[src/rtl/core/tssc_pkg.sv]
// tssc_pkg: format kinds and the format classification table
// shared by the decode stage and the row geometry stage
// no dependencies
package tssc_pkg;

  localparam logic [2:0] KIND_PLAIN  = 3'd0;
  localparam logic [2:0] KIND_BLOCK  = 3'd1;
  localparam logic [2:0] KIND_PACKED = 3'd2;
  localparam logic [2:0] KIND_NV11   = 3'd3;
  localparam logic [2:0] KIND_PLANAR = 3'd4;

  localparam int ROW_BYTES_W   = 19;
  localparam int ROW_COUNT_W   = 16;
  localparam int TOTAL_BYTES_W = 33;

  localparam logic [ROW_BYTES_W-1:0]   ROW_BYTES_MAX   = '1;
  localparam logic [ROW_COUNT_W-1:0]   ROW_COUNT_MAX   = '1;
  localparam logic [TOTAL_BYTES_W-1:0] TOTAL_BYTES_MAX = '1;

  typedef struct packed {
    logic [2:0] kind;
    logic [7:0] size;
  } fmt_t;

  // size is bits per pixel for plain formats, bytes per block, pair or group otherwise
  function automatic fmt_t classify(input logic [7:0] code);
    fmt_t f;
    f.kind = KIND_PLAIN;
    f.size = 8'd0;
    case (code) inside
      [8'd1:8'd4]:    f.size = 8'd128;
      [8'd5:8'd8]:    f.size = 8'd96;
      [8'd9:8'd22]:   f.size = 8'd64;
      [8'd23:8'd47]:  f.size = 8'd32;
      [8'd48:8'd59]:  f.size = 8'd16;
      [8'd60:8'd65]:  f.size = 8'd8;
      [8'd87:8'd93]:  f.size = 8'd32;
      8'd66:          f.size = 8'd1;
      8'd67:          f.size = 8'd32;
      8'd68, 8'd69, 8'd107: begin
        f.kind = KIND_PACKED;
        f.size = 8'd4;
      end
      8'd108, 8'd109: begin
        f.kind = KIND_PACKED;
        f.size = 8'd8;
      end
      8'd70, 8'd71, 8'd72, 8'd79, 8'd80, 8'd81: begin
        f.kind = KIND_BLOCK;
        f.size = 8'd8;
      end
      [8'd73:8'd78], [8'd82:8'd84], [8'd94:8'd99]: begin
        f.kind = KIND_BLOCK;
        f.size = 8'd16;
      end
      8'd85, 8'd86, 8'd114, 8'd115: f.size = 8'd16;
      8'd100, 8'd101: f.size = 8'd32;
      8'd102:         f.size = 8'd64;
      8'd103, 8'd106: begin
        f.kind = KIND_PLANAR;
        f.size = 8'd2;
      end
      8'd104, 8'd105: begin
        f.kind = KIND_PLANAR;
        f.size = 8'd4;
      end
      8'd110: begin
        f.kind = KIND_NV11;
        f.size = 8'd12;
      end
      8'd111, 8'd112, 8'd113: f.size = 8'd8;
      default: f.size = 8'd0;
    endcase
    return f;
  endfunction

endpackage

[src/rtl/core/tssc_decode.sv]
// tssc_decode: first pipeline stage, clamps dimensions and classifies the format
// depends on tssc_pkg
module tssc_decode
  import tssc_pkg::*;
#(
  parameter int DIM_MAX = 16384,
  parameter int DW      = 15
) (
  input  logic          clk,
  input  logic          rst,
  input  logic          up_valid,
  output logic          up_stall,
  input  logic [14:0]   width,
  input  logic [14:0]   height,
  input  logic [7:0]    format_code,
  output logic          dn_valid,
  input  logic          dn_stall,
  output logic [DW-1:0] w,
  output logic [DW-1:0] h,
  output fmt_t          fmt
);

  logic          valid;
  logic [DW-1:0] w_next;
  logic [DW-1:0] h_next;

  assign up_stall = valid && dn_stall;
  assign dn_valid = valid;

  always_comb begin
    w_next = (17'(width) > 17'(DIM_MAX)) ? DW'(DIM_MAX) : DW'(width);
    h_next = (17'(height) > 17'(DIM_MAX)) ? DW'(DIM_MAX) : DW'(height);
  end

  always_ff @(posedge clk) begin
    if (rst) begin
      valid <= 1'b0;
    end else if (!up_stall) begin
      valid <= up_valid;
    end
  end

  always_ff @(posedge clk) begin
    if (!up_stall && up_valid) begin
      w   <= w_next;
      h   <= h_next;
      fmt <= classify(format_code);
    end
  end

endmodule

[src/rtl/core/tssc_rows.sv]
// tssc_rows: second pipeline stage, row pitch, row count and plane multiplier
// depends on tssc_pkg
module tssc_rows
  import tssc_pkg::*;
#(
  parameter int DW = 15
) (
  input  logic           clk,
  input  logic           rst,
  input  logic           up_valid,
  output logic           up_stall,
  input  logic [DW-1:0]  w,
  input  logic [DW-1:0]  h,
  input  fmt_t           fmt,
  output logic           dn_valid,
  input  logic           dn_stall,
  output logic [DW+4:0]  rb,
  output logic [DW:0]    mul_rows,
  output logic [DW:0]    rows,
  output logic           planar
);

  localparam int RBW = DW + 5;
  localparam int PLW = DW + 8;

  logic           valid;
  logic [DW:0]    w_pair;
  logic [DW:0]    w_quad;
  logic [DW:0]    h_quad;
  logic [DW:0]    h_half;
  logic [DW:0]    operand;
  logic [7:0]     factor;
  logic [PLW-1:0] prod;
  logic [RBW-1:0] rb_next;
  logic [DW:0]    mul_next;
  logic [DW:0]    rows_next;

  assign up_stall = valid && dn_stall;
  assign dn_valid = valid;

  always_comb begin
    w_pair  = ((DW+1)'(w) + (DW+1)'(1)) >> 1;
    w_quad  = ((DW+1)'(w) + (DW+1)'(3)) >> 2;
    h_quad  = ((DW+1)'(h) + (DW+1)'(3)) >> 2;
    h_half  = ((DW+1)'(h) + (DW+1)'(1)) >> 1;
    operand = (DW+1)'(w);
    factor  = fmt.size;
    case (fmt.kind)
      KIND_BLOCK:  operand = w_quad;
      KIND_NV11: begin
        operand = w_quad;
        factor  = 8'd4;
      end
      KIND_PACKED, KIND_PLANAR: operand = w_pair;
      default:     operand = (DW+1)'(w);
    endcase
    prod = PLW'(operand) * PLW'(factor);
    if (fmt.kind == KIND_PLAIN) begin
      rb_next = RBW'((prod + PLW'(7)) >> 3);
    end else begin
      rb_next = RBW'(prod);
    end
    case (fmt.kind)
      KIND_BLOCK: begin
        mul_next  = h_quad;
        rows_next = h_quad;
      end
      KIND_NV11: begin
        mul_next  = (DW+1)'(h) << 1;
        rows_next = (DW+1)'(h) << 1;
      end
      KIND_PLANAR: begin
        mul_next  = (DW+1)'(h);
        rows_next = (DW+1)'(h) + h_half;
      end
      default: begin
        mul_next  = (DW+1)'(h);
        rows_next = (DW+1)'(h);
      end
    endcase
  end

  always_ff @(posedge clk) begin
    if (rst) begin
      valid <= 1'b0;
    end else if (!up_stall) begin
      valid <= up_valid;
    end
  end

  always_ff @(posedge clk) begin
    if (!up_stall && up_valid) begin
      rb       <= rb_next;
      mul_rows <= mul_next;
      rows     <= rows_next;
      planar   <= (fmt.kind == KIND_PLANAR);
    end
  end

endmodule

[src/rtl/core/tssc_total.sv]
// tssc_total: third and fourth pipeline stages, plane product, planar
// extension and output saturation; depends on tssc_pkg
module tssc_total
  import tssc_pkg::*;
#(
  parameter int DW = 15
) (
  input  logic                     clk,
  input  logic                     rst,
  input  logic                     up_valid,
  output logic                     up_stall,
  input  logic [DW+4:0]            rb,
  input  logic [DW:0]              mul_rows,
  input  logic [DW:0]              rows,
  input  logic                     planar,
  output logic                     dn_valid,
  input  logic                     dn_stall,
  output logic [ROW_BYTES_W-1:0]   row_bytes,
  output logic [ROW_COUNT_W-1:0]   row_count,
  output logic [TOTAL_BYTES_W-1:0] total_bytes
);

  localparam int RBW = DW + 5;
  localparam int RW  = DW + 1;
  localparam int PW  = RBW + RW;
  localparam int TW  = PW + 1;
  localparam int RBX = (RBW > ROW_BYTES_W) ? RBW : ROW_BYTES_W;
  localparam int RWX = (RW > ROW_COUNT_W) ? RW : ROW_COUNT_W;
  localparam int TWX = (TW > TOTAL_BYTES_W) ? TW : TOTAL_BYTES_W;

  // stage 3
  logic                   valid3;
  logic                   stall3;
  logic [PW-1:0]          plane;
  logic                   planar3;
  logic [ROW_BYTES_W-1:0] rb3;
  logic [ROW_COUNT_W-1:0] rows3;
  logic [ROW_BYTES_W-1:0] rb_sat;
  logic [ROW_COUNT_W-1:0] rows_sat;
  logic [RBX-1:0]         rb_ext;
  logic [RWX-1:0]         rows_ext;

  // stage 4
  logic                   valid4;
  logic [TW-1:0]          total_raw;
  logic [TWX-1:0]         total_ext;

  assign dn_valid = valid4;
  assign stall3   = valid4 && dn_stall;
  assign up_stall = valid3 && stall3;

  always_comb begin
    rb_ext   = RBX'(rb);
    rows_ext = RWX'(rows);
    rb_sat   = (rb_ext > RBX'(ROW_BYTES_MAX)) ? ROW_BYTES_MAX : ROW_BYTES_W'(rb_ext);
    rows_sat = (rows_ext > RWX'(ROW_COUNT_MAX)) ? ROW_COUNT_MAX : ROW_COUNT_W'(rows_ext);
  end

  always_comb begin
    if (planar3) begin
      total_raw = TW'(plane) + ((TW'(plane) + TW'(1)) >> 1);
    end else begin
      total_raw = TW'(plane);
    end
    total_ext = TWX'(total_raw);
  end

  always_ff @(posedge clk) begin
    if (rst) begin
      valid3 <= 1'b0;
      valid4 <= 1'b0;
    end else begin
      if (!up_stall) begin
        valid3 <= up_valid;
      end
      if (!stall3) begin
        valid4 <= valid3;
      end
    end
  end

  always_ff @(posedge clk) begin
    if (!up_stall && up_valid) begin
      plane   <= PW'(rb) * PW'(mul_rows);
      planar3 <= planar;
      rb3     <= rb_sat;
      rows3   <= rows_sat;
    end
  end

  always_ff @(posedge clk) begin
    if (!stall3 && valid3) begin
      total_bytes <= (total_ext > TWX'(TOTAL_BYTES_MAX)) ? TOTAL_BYTES_MAX
                                                       : TOTAL_BYTES_W'(total_ext);
      row_bytes   <= rb3;
      row_count   <= rows3;
    end
  end

  zero_rows_zero_total: assert property (@(posedge clk) disable iff (rst)
    valid4 && row_count == '0 |-> total_bytes == '0)
    else $error("zero rows with nonzero total");

  zero_pitch_zero_total: assert property (@(posedge clk) disable iff (rst)
    valid4 && row_bytes == '0 |-> total_bytes == '0)
    else $error("zero pitch with nonzero total");

  total_covers_row: assert property (@(posedge clk) disable iff (rst)
    valid4 && row_count != '0 |-> total_bytes >= TOTAL_BYTES_W'(row_bytes))
    else $error("total smaller than one row");

endmodule

[src/rtl/core/texture_surface_size_calc.sv]
// texture_surface_size_calc: row pitch, row count and total size of a texture surface
// one transaction per cycle sustained while size_stall stays low
// stages: decode, row geometry, plane multiply, planar extension and saturation
// reset clears all stage valid bits; payload registers are not reset
// depends on tssc_pkg, tssc_decode, tssc_rows, tssc_total
module texture_surface_size_calc
  import tssc_pkg::*;
#(
  parameter int DIM_LIMIT = 16384
) (
  input  logic                     clk,
  input  logic                     rst,
  input  logic                     desc_valid,
  output logic                     desc_stall,
  input  logic [14:0]              width,
  input  logic [14:0]              height,
  input  logic [7:0]               format_code,
  output logic                     size_valid,
  input  logic                     size_stall,
  output logic [ROW_BYTES_W-1:0]   row_bytes,
  output logic [ROW_COUNT_W-1:0]   row_count,
  output logic [TOTAL_BYTES_W-1:0] total_bytes
);

  localparam int DIM_MAX = (DIM_LIMIT < 32767) ? DIM_LIMIT : 32767;
  localparam int DW_RAW  = $clog2(DIM_MAX + 1);
  localparam int DW      = (DW_RAW < 2) ? 2 : DW_RAW;

  logic          s1_valid;
  logic          s1_stall;
  logic [DW-1:0] s1_w;
  logic [DW-1:0] s1_h;
  fmt_t          s1_fmt;

  logic          s2_valid;
  logic          s2_stall;
  logic [DW+4:0] s2_rb;
  logic [DW:0]   s2_mul;
  logic [DW:0]   s2_rows;
  logic          s2_planar;

  tssc_decode #(
    .DIM_MAX (DIM_MAX),
    .DW      (DW)
  ) u_decode (
    .clk         (clk),
    .rst         (rst),
    .up_valid    (desc_valid),
    .up_stall    (desc_stall),
    .width       (width),
    .height      (height),
    .format_code (format_code),
    .dn_valid    (s1_valid),
    .dn_stall    (s1_stall),
    .w           (s1_w),
    .h           (s1_h),
    .fmt         (s1_fmt)
  );

  tssc_rows #(
    .DW (DW)
  ) u_rows (
    .clk      (clk),
    .rst      (rst),
    .up_valid (s1_valid),
    .up_stall (s1_stall),
    .w        (s1_w),
    .h        (s1_h),
    .fmt      (s1_fmt),
    .dn_valid (s2_valid),
    .dn_stall (s2_stall),
    .rb       (s2_rb),
    .mul_rows (s2_mul),
    .rows     (s2_rows),
    .planar   (s2_planar)
  );

  tssc_total #(
    .DW (DW)
  ) u_total (
    .clk         (clk),
    .rst         (rst),
    .up_valid    (s2_valid),
    .up_stall    (s2_stall),
    .rb          (s2_rb),
    .mul_rows    (s2_mul),
    .rows        (s2_rows),
    .planar      (s2_planar),
    .dn_valid    (size_valid),
    .dn_stall    (size_stall),
    .row_bytes   (row_bytes),
    .row_count   (row_count),
    .total_bytes (total_bytes)
  );

endmodule

[config.mk]
export PLATFORM = sky130hd
export DESIGN_NAME = texture_surface_size_calc
export DESIGN_NICKNAME = d
export VERILOG_FILES = /design/src/rtl/core/tssc_pkg.sv /design/src/rtl/core/tssc_decode.sv /design/src/rtl/core/tssc_rows.sv /design/src/rtl/core/tssc_total.sv /design/src/rtl/core/texture_surface_size_calc.sv
export SDC_FILE = /design/constraint.sdc
export NUM_CORES = 2
export LEC_CHECK = 0
export ABC_CLOCK_PERIOD_IN_PS = 8240
export BUFFER_PORTS_ARGS = -buffer_cell sky130_fd_sc_hd__buf_2
export CAP_MARGIN = 20
export CORE_UTILIZATION = 50
export DETAILED_ROUTE_END_ITERATION = 10
export PLACE_DENSITY = 0.67
export SETUP_SLACK_MARGIN = 0.1
export SKIP_CTS_REPAIR_TIMING = 1
export SLEW_MARGIN = 20
export SYNTH_ARGS = -nofsm -noshare
export SYNTH_HDL_FRONTEND = slang
export SYNTH_HIERARCHICAL = 1
export SYNTH_SLANG_ARGS = --single-unit
[constraint.sdc]
create_clock -name clk -period 8.24 [get_ports clk]
set_input_delay 1.648 -clock clk [delete_from_list [all_inputs] [get_ports clk]]
set_output_delay 1.648 -clock clk [all_outputs]
set_load 0.05 [all_outputs]
# Word level (Yosys, flattened, before mapping)
# Index checks and enable logic that the tools add are counted.
[word_totals] in_bits=42 reg_bits=238 word_cells=168
[classes] mul=2 n_lt_le_gt_ge=25 eq_ne=32 add_sub_neg=8 n_mux=35 n_reduce_logical=40
[ops] op="8-bit by 7-bit == test with 1-bit output, second input constant" n=28
[ops] op="8-bit 2-to-1 mux" n=19
[ops] op="16-bit one-hot mux with 3 select lines" n=1
[ops] op="8-bit by 7-bit less-or-equal comparator with 1-bit output, second input constant" n=5
[ops] op="36-bit by 1-bit adder with 37-bit output, second input constant" n=1
[ops] op="36-bit by 36-bit adder with 37-bit output" n=1
[ops] op="37-bit by 33-bit > comparator with 1-bit output, second input constant" n=1
[ops] op="37-bit 2-to-1 mux" n=1
[ops] op="20-bit by 16-bit multiplier with 36-bit output" n=1
[ops] op="15-bit by 1-bit adder with 16-bit output, second input constant" n=2
[ops] op="15-bit by 2-bit adder with 16-bit output, second input constant" n=2
[ops] op="8-bit by 7-bit >= comparator with 1-bit output, second input constant" n=4
[ops] op="16-bit one-hot mux with 2 select lines" n=1
[ops] op="15-bit > comparator, second input constant" n=2
[ops] op="15-bit one-hot mux with 2 select lines" n=1
[ops] op="30-bit OR reduction" n=1
[ops] op="23-bit by 3-bit adder with 23-bit output, second input constant" n=1
[ops] op="15-bit by 8-bit multiplier with 23-bit output" n=1
[ops] op="20-bit by 19-bit > comparator with 1-bit output, second input constant" n=1
[ops] op="20-bit 2-to-1 mux" n=1
[ops] op="1-bit logical AND" n=18
[ops] op="15-bit by 15-bit adder with 16-bit output" n=1
[ops] op="8-bit by 6-bit >= comparator with 1-bit output, second input constant" n=2
[ops] op="16-bit > comparator, second input constant" n=1
[ops] op="24 further kinds" n=45

# Logic depth before layout (Yosys ltp)
[logic_depth] ltp_word=21 ltp_mapped=30

# Cells and area by module
# Netlist, hierarchy kept.
[modules_own_cells] mod="tssc_total" cells_each=1813 instances=1 area_each_um2=17671.9
[modules_own_cells] mod="tssc_rows" cells_each=1055 instances=1 area_each_um2=8652.0
[modules_own_cells] mod="tssc_decode" cells_each=178 instances=1 area_each_um2=2145.8

# Least setup slack after synthesis
# OpenSTA, ideal clock, no wires.
[synth_path] kind="in2reg" start="input port size_stall" end="register u_total.row_bytes[0] (enable)" t_arrival_ps=6603 path_stages=1 slack_ps=1039 path_buffers=0 path_cell_list="a21boi_0"
[synth_via] elab_chain_len=3
[synth_rtl] element="start: declaration" line="texture_surface_size_calc.sv:19" text="input logic size_stall,"
[synth_rtl] element="1-bit logical AND" line="tssc_total.sv:49" text="assign stall3 = valid4 && dn_stall;"
[synth_rtl] element="1-bit zero test"
[synth_rtl] element="1-bit logical AND" line="tssc_total.sv:92" text="if (!stall3 && valid3) begin"
[synth_rtl] element="end signal: assignment" line="tssc_total.sv:95" text="row_bytes <= rb3;"
[synth_rtl] element="end: declaration" line="tssc_total.sv:18" text="output logic [ROW_BYTES_W-1:0] row_bytes,"
# Every way passes these cells.
# A chain may end at the register's enable or synchronous reset.

# Final worst setup path
[layout_path] start="register u_decode.w[0]" end="register u_rows.rb[18], data pin"
[layout_via] elab_chain_len=5 word_cells_on_any_way=6 cone_classes="add/sub: 3; mul: 1; mux: 2"
[layout_rtl] element="start: declaration" line="tssc_decode.sv:18" text="output logic [DW-1:0] w,"
[layout_rtl] element="start signal: assignment" line="tssc_decode.sv:45" text="w <= w_next;"
[layout_rtl] element="15-bit by 1-bit adder with 16-bit output or 15-bit by 2-bit adder with 16-bit output (tied branches)" line="tssc_rows.sv:42, tssc_rows.sv:43"
[layout_rtl] element="15-bit one-hot mux with 2 select lines (*)" line="tssc_rows.sv:48" text="case (fmt.kind)"
[layout_rtl] element="15-bit by 8-bit multiplier with 23-bit output (*)" line="tssc_rows.sv:57" text="prod = PLW'(operand) * PLW'(factor);"
[layout_rtl] element="23-bit by 3-bit adder with 23-bit output" line="tssc_rows.sv:59" text="rb_next = RBW'((prod + PLW'(7)) >> 3);"
[layout_rtl] element="20-bit 2-to-1 mux (*)" line="tssc_rows.sv:58" text="if (fmt.kind == KIND_PLAIN) begin"
[layout_rtl] element="named net u_rows.rb_next[18]" line="tssc_rows.sv:34" text="logic [RBW-1:0] rb_next;"
[layout_rtl] element="end signal: assignment" line="tssc_rows.sv:93" text="rb <= rb_next;"
[layout_rtl] element="end: declaration" line="tssc_rows.sv:17" text="output logic [DW+4:0] rb,"
# Mark *: on every way through the listed nets, which the timed path passes. The rest lies on a longest branch.

==> impl_summary.md <==
Outcome
The flow ran to the end, and the final reports show no timing, DRC or antenna violations.

Synthesis
A synthesized cell averages 9.35 sq um. The number of flops mapped to enable cells by yosys is 234. The total of warnings raised by yosys is 6. The fraction of registers with async set or reset after synthesis is 0. The post-synth design cell area is 0.0285 sq mm. The dominant synthesized flop cell is edfxtp_1. After synthesis the netlist holds a flip-flop and latch count of 238. Counting every net in the synthesized netlist gives approximately 3.6k. The share of the Yosys chip area taken by registers is 0.250. The netlist uses between 100 and 150 different library cells. The count of mapped cells out of synthesis is 3046.

Placed design
The placed wire-length estimate is 50000 um. The number of port buffers is 111. The final estimated routing congestion in global placement is 0.922.

GRT
The first global-routing pass estimated 107000 um of wire. Entering global routing, the biggest net connects 69 pins. The initial antenna violation count came to 0. The number of global-route vias before repair is 21.8k. The sum of overflow across all layers after global routing is 0. For this run, the total global-route usage over all layers was measured as 0.227.

Finish
The area occupied by registers is 0.00711 sq mm. After filler insertion, the fill cell instance count of the layout stands at 5021. The final layout net count is approximately 3.7k. In the layout the commonest cells are inv_1, nand2_1, fa_1. The area of the multi-input gates is 0.0192 sq mm. The most frequent standard cell in the layout excluding fill and tap cells is inv_1.

Of the cells placed in the final design, the portion with a size suffix greater than 1 is 0.0866. The area growth from synthesis to layout is 7.88%. The antenna diode count is 0.

Routing
The via count is 21.1k. The average wire length per cell after detail routing is 16.5 um. After the first detailed-routing iteration, the DRC count stood at 1112. The number of optimization iterations in the first detailed-route pass is 5.

The via count normalized by instance count is 5.47. For this block, the routed nets add up to 63900 um of wire. The remaining number of nets flagged by the antenna check after routing is 0. In the routed design, unresolved DRC markers number 0.

Worst hold path
The worst hold path passes through 0 cells. The worst min-delay path class is reg -> reg. The worst hold endpoint is u_total/row_bytes[1]$_DFFE_PP_. The worst hold path begins at u_total/rb3[1]$_SDFFCE_PN1P_.

STA
The worst clock skew is ~42 ps. The final critical-path required period is around 7600 ps. The number of failing hold endpoints at the final stage is 0. After routing, the total negative slack on setup checks comes to 0 ps.

The count of final max-slew check failures is 0. Setup repair after global routing left no endpoint under its margin. The slew of the pin with the lowest slew margin is 981 ps. The share of the cycle needed by the critical path after routing is 0.917. The final count of negative-setup-slack endpoints is 0. For this run, the top clock speed supported by timing is approximately 0.13 GHz. The worst pin sits at a relative slew slack of 0.346.

Die
The effective utilization at floorplan is 0.506. The floorplan step defined a die boundary enclosing 0.0579 sq mm. The overall die height is between 200 and 250 um. The die is 241 um wide. In this run the core area contains 87 standard-cell rows. The I/O pin count is 112.

The floorplan step defined a core boundary enclosing 0.0563 sq mm.

Critical path
The worst setup path is launched from a flip-flop. The worst setup path category is reg -> reg. The beginning of the worst register-to-register path is u_decode/w[0]$_SDFFCE_PN0P_. The reg2reg setup slack is 690 ps.

The data arrival time of the critical path is approximately 7900 ps. At the worst endpoint, the required time is 8580 ps. Along the worst path, the maximum fanout reaches 11.

The number of cells on the worst reg-to-reg path is 25. In this run the critical register-to-register path is captured at u_rows/rb[18]$_DFFE_PP_. The type of destination of the critical path is a flip-flop.

Clock tree
Clock latency on the worst-skew pair, taken at its later pin, is 620 ps. The clock tree buffer depth is 3. The CTS tree is done.

CTS placed an instance of clkbuf_16 at the clock tree root. The number of buffers inserted during clock tree synthesis is 30. The tree built by TritonCTS fans out to 238 sinks. In this run the number of H-tree levels came out at 1.

Clock-pin slew was measured on the worst setup and hold paths at 60 ps.

Run
The number of violations of the max-capacitance limit is 0.
-- cell families (layout without fill, tap and decap cells) --
kind of cell | after synthesis | in the layout | share of synthesized area
and+or+nand+nor | 1034 | 1034 | 0.180
buffers and inverters | 567 | 627 | 0.0766
adders and majority gates | 535 | 535 | 0.322
AOI/OAI and AO/OA | 466 | 466 | 0.106
DFF | 238 | 238 | 0.250
xor gates and xnor gates | 187 | 187 | 0.0583
muxes | 19 | 19 | 0.00677
-- worst max-delay path: stages (launching register included) --
cell and delay (ps):
edfxtp_1 540, inv_1 110, ha_1 250, nor2_1 290, nand3_1 140, xnor2_1 150
a222oi_1 580, clkdlybuf4s18_2 390, nor2_1 70, fa_1 470, fa_1 540, fa_1 570
inv_1 60, fa_1 530, inv_1 40, ha_1 390, a21o_1 190, a21oi_1 220
o21ai_0 130, a311oi_1 350, xnor2_1 330, nand4b_4 200, nor3_4 200, and3_1 210
nor3_1 50, a211o_1 280
-- layer usage --
| layer | wire length (um) | track usage | vias up |
|---|---|---|---|
| li1 | - | - | 10100 |
| met1 | 27500 | 0.284 | 10300 |
| met2 | 31700 | 0.409 | 639 |
| met3 | 3140 | 0.0271 | 130 |
| met4 | 1530 | 0.0670 | 0 |
| met5 | 0 | 0 | - |
-- how the worst max path moves through the flow --
stage | start | to | depth (start not counted) | slack, ps
global route | u_decode/w[2]$_SDFFCE_PN0P_ | u_rows/rb[18]$_DFFE_PP_ | 26 | 120
floorplan | size_stall | u_total/row_bytes[0]$_DFFE_PP_ | 1 | 1040
detailed placement | u_decode/w[0]$_SDFFCE_PN0P_ | u_rows/rb[18]$_DFFE_PP_ | 25 | 740
global placement | u_decode/w[0]$_SDFFCE_PN0P_ | u_rows/rb[18]$_DFFE_PP_ | 24 | 850
CTS | u_decode/w[0]$_SDFFCE_PN0P_ | u_rows/rb[18]$_DFFE_PP_ | 25 | 700
finish | u_decode/w[0]$_SDFFCE_PN0P_ | u_rows/rb[18]$_DFFE_PP_ | 25 | 690
-- registers in the layout, summed over array words and instances (netlist names), 11 cells and up --
name / cells
u_rows/mul_rows: 16
u_decode/fmt: 11
u_total/plane: 36
u_total/rb3: 19
u_total/rows3: 16
u_rows/rows: 16
u_total/row_bytes: 19
u_decode/w: 15
u_decode/h: 15
u_total/total_bytes: 33
u_total/row_count: 16
u_rows/rb: 20
-- per-stage QoR --
stage / util / std cells / hold slack, ps / cell area (sq um) / worst slack, ps
after detailed placement: 0.528 / 3807 / 405 / 29700 / 737
final: 0.546 / 3862 / 418 / 30700 / 687
after CTS: 0.546 / 3862 / 417 / 30700 / 697
after global routing: 0.546 / 3862 / 424 / 30700 / 119
after floorplan: - / 3046 / 400 / 28500 / 1040
after global placement: 0.527 / 3804 / 402 / 29700 / 848
-- area by class of cell --
class                   count  area share
multi-input cells        2241       0.626
flip-flops and latches    238       0.231
inverters                 428      0.0523
well taps                 756      0.0308
repair buffers            144      0.0273
clock buffers              31      0.0246
clock inverters            24     0.00798
-- Yosys cell counts, drive strengths merged (25+ instances only) --
cell type,count,area share
inv,428,0.056
ha,205,0.090
xor2,63,0.019
edfxtp,234,0.25
clkbuf,116,0.015
and3,25,0.0055
nor2b,45,0.0099
fa,330,0.23
or2,38,0.0084
nand2,374,0.049
and2,165,0.036
nor3,29,0.0055
a21o,40,0.011
nor2,213,0.029
xnor2,124,0.039
nand3,57,0.010
o21ai,120,0.021
a21oi,123,0.022
Power is left out: the tool's default activity adds up to more than one toggle a clock period on the data nets, which glitch-free logic cannot reach.
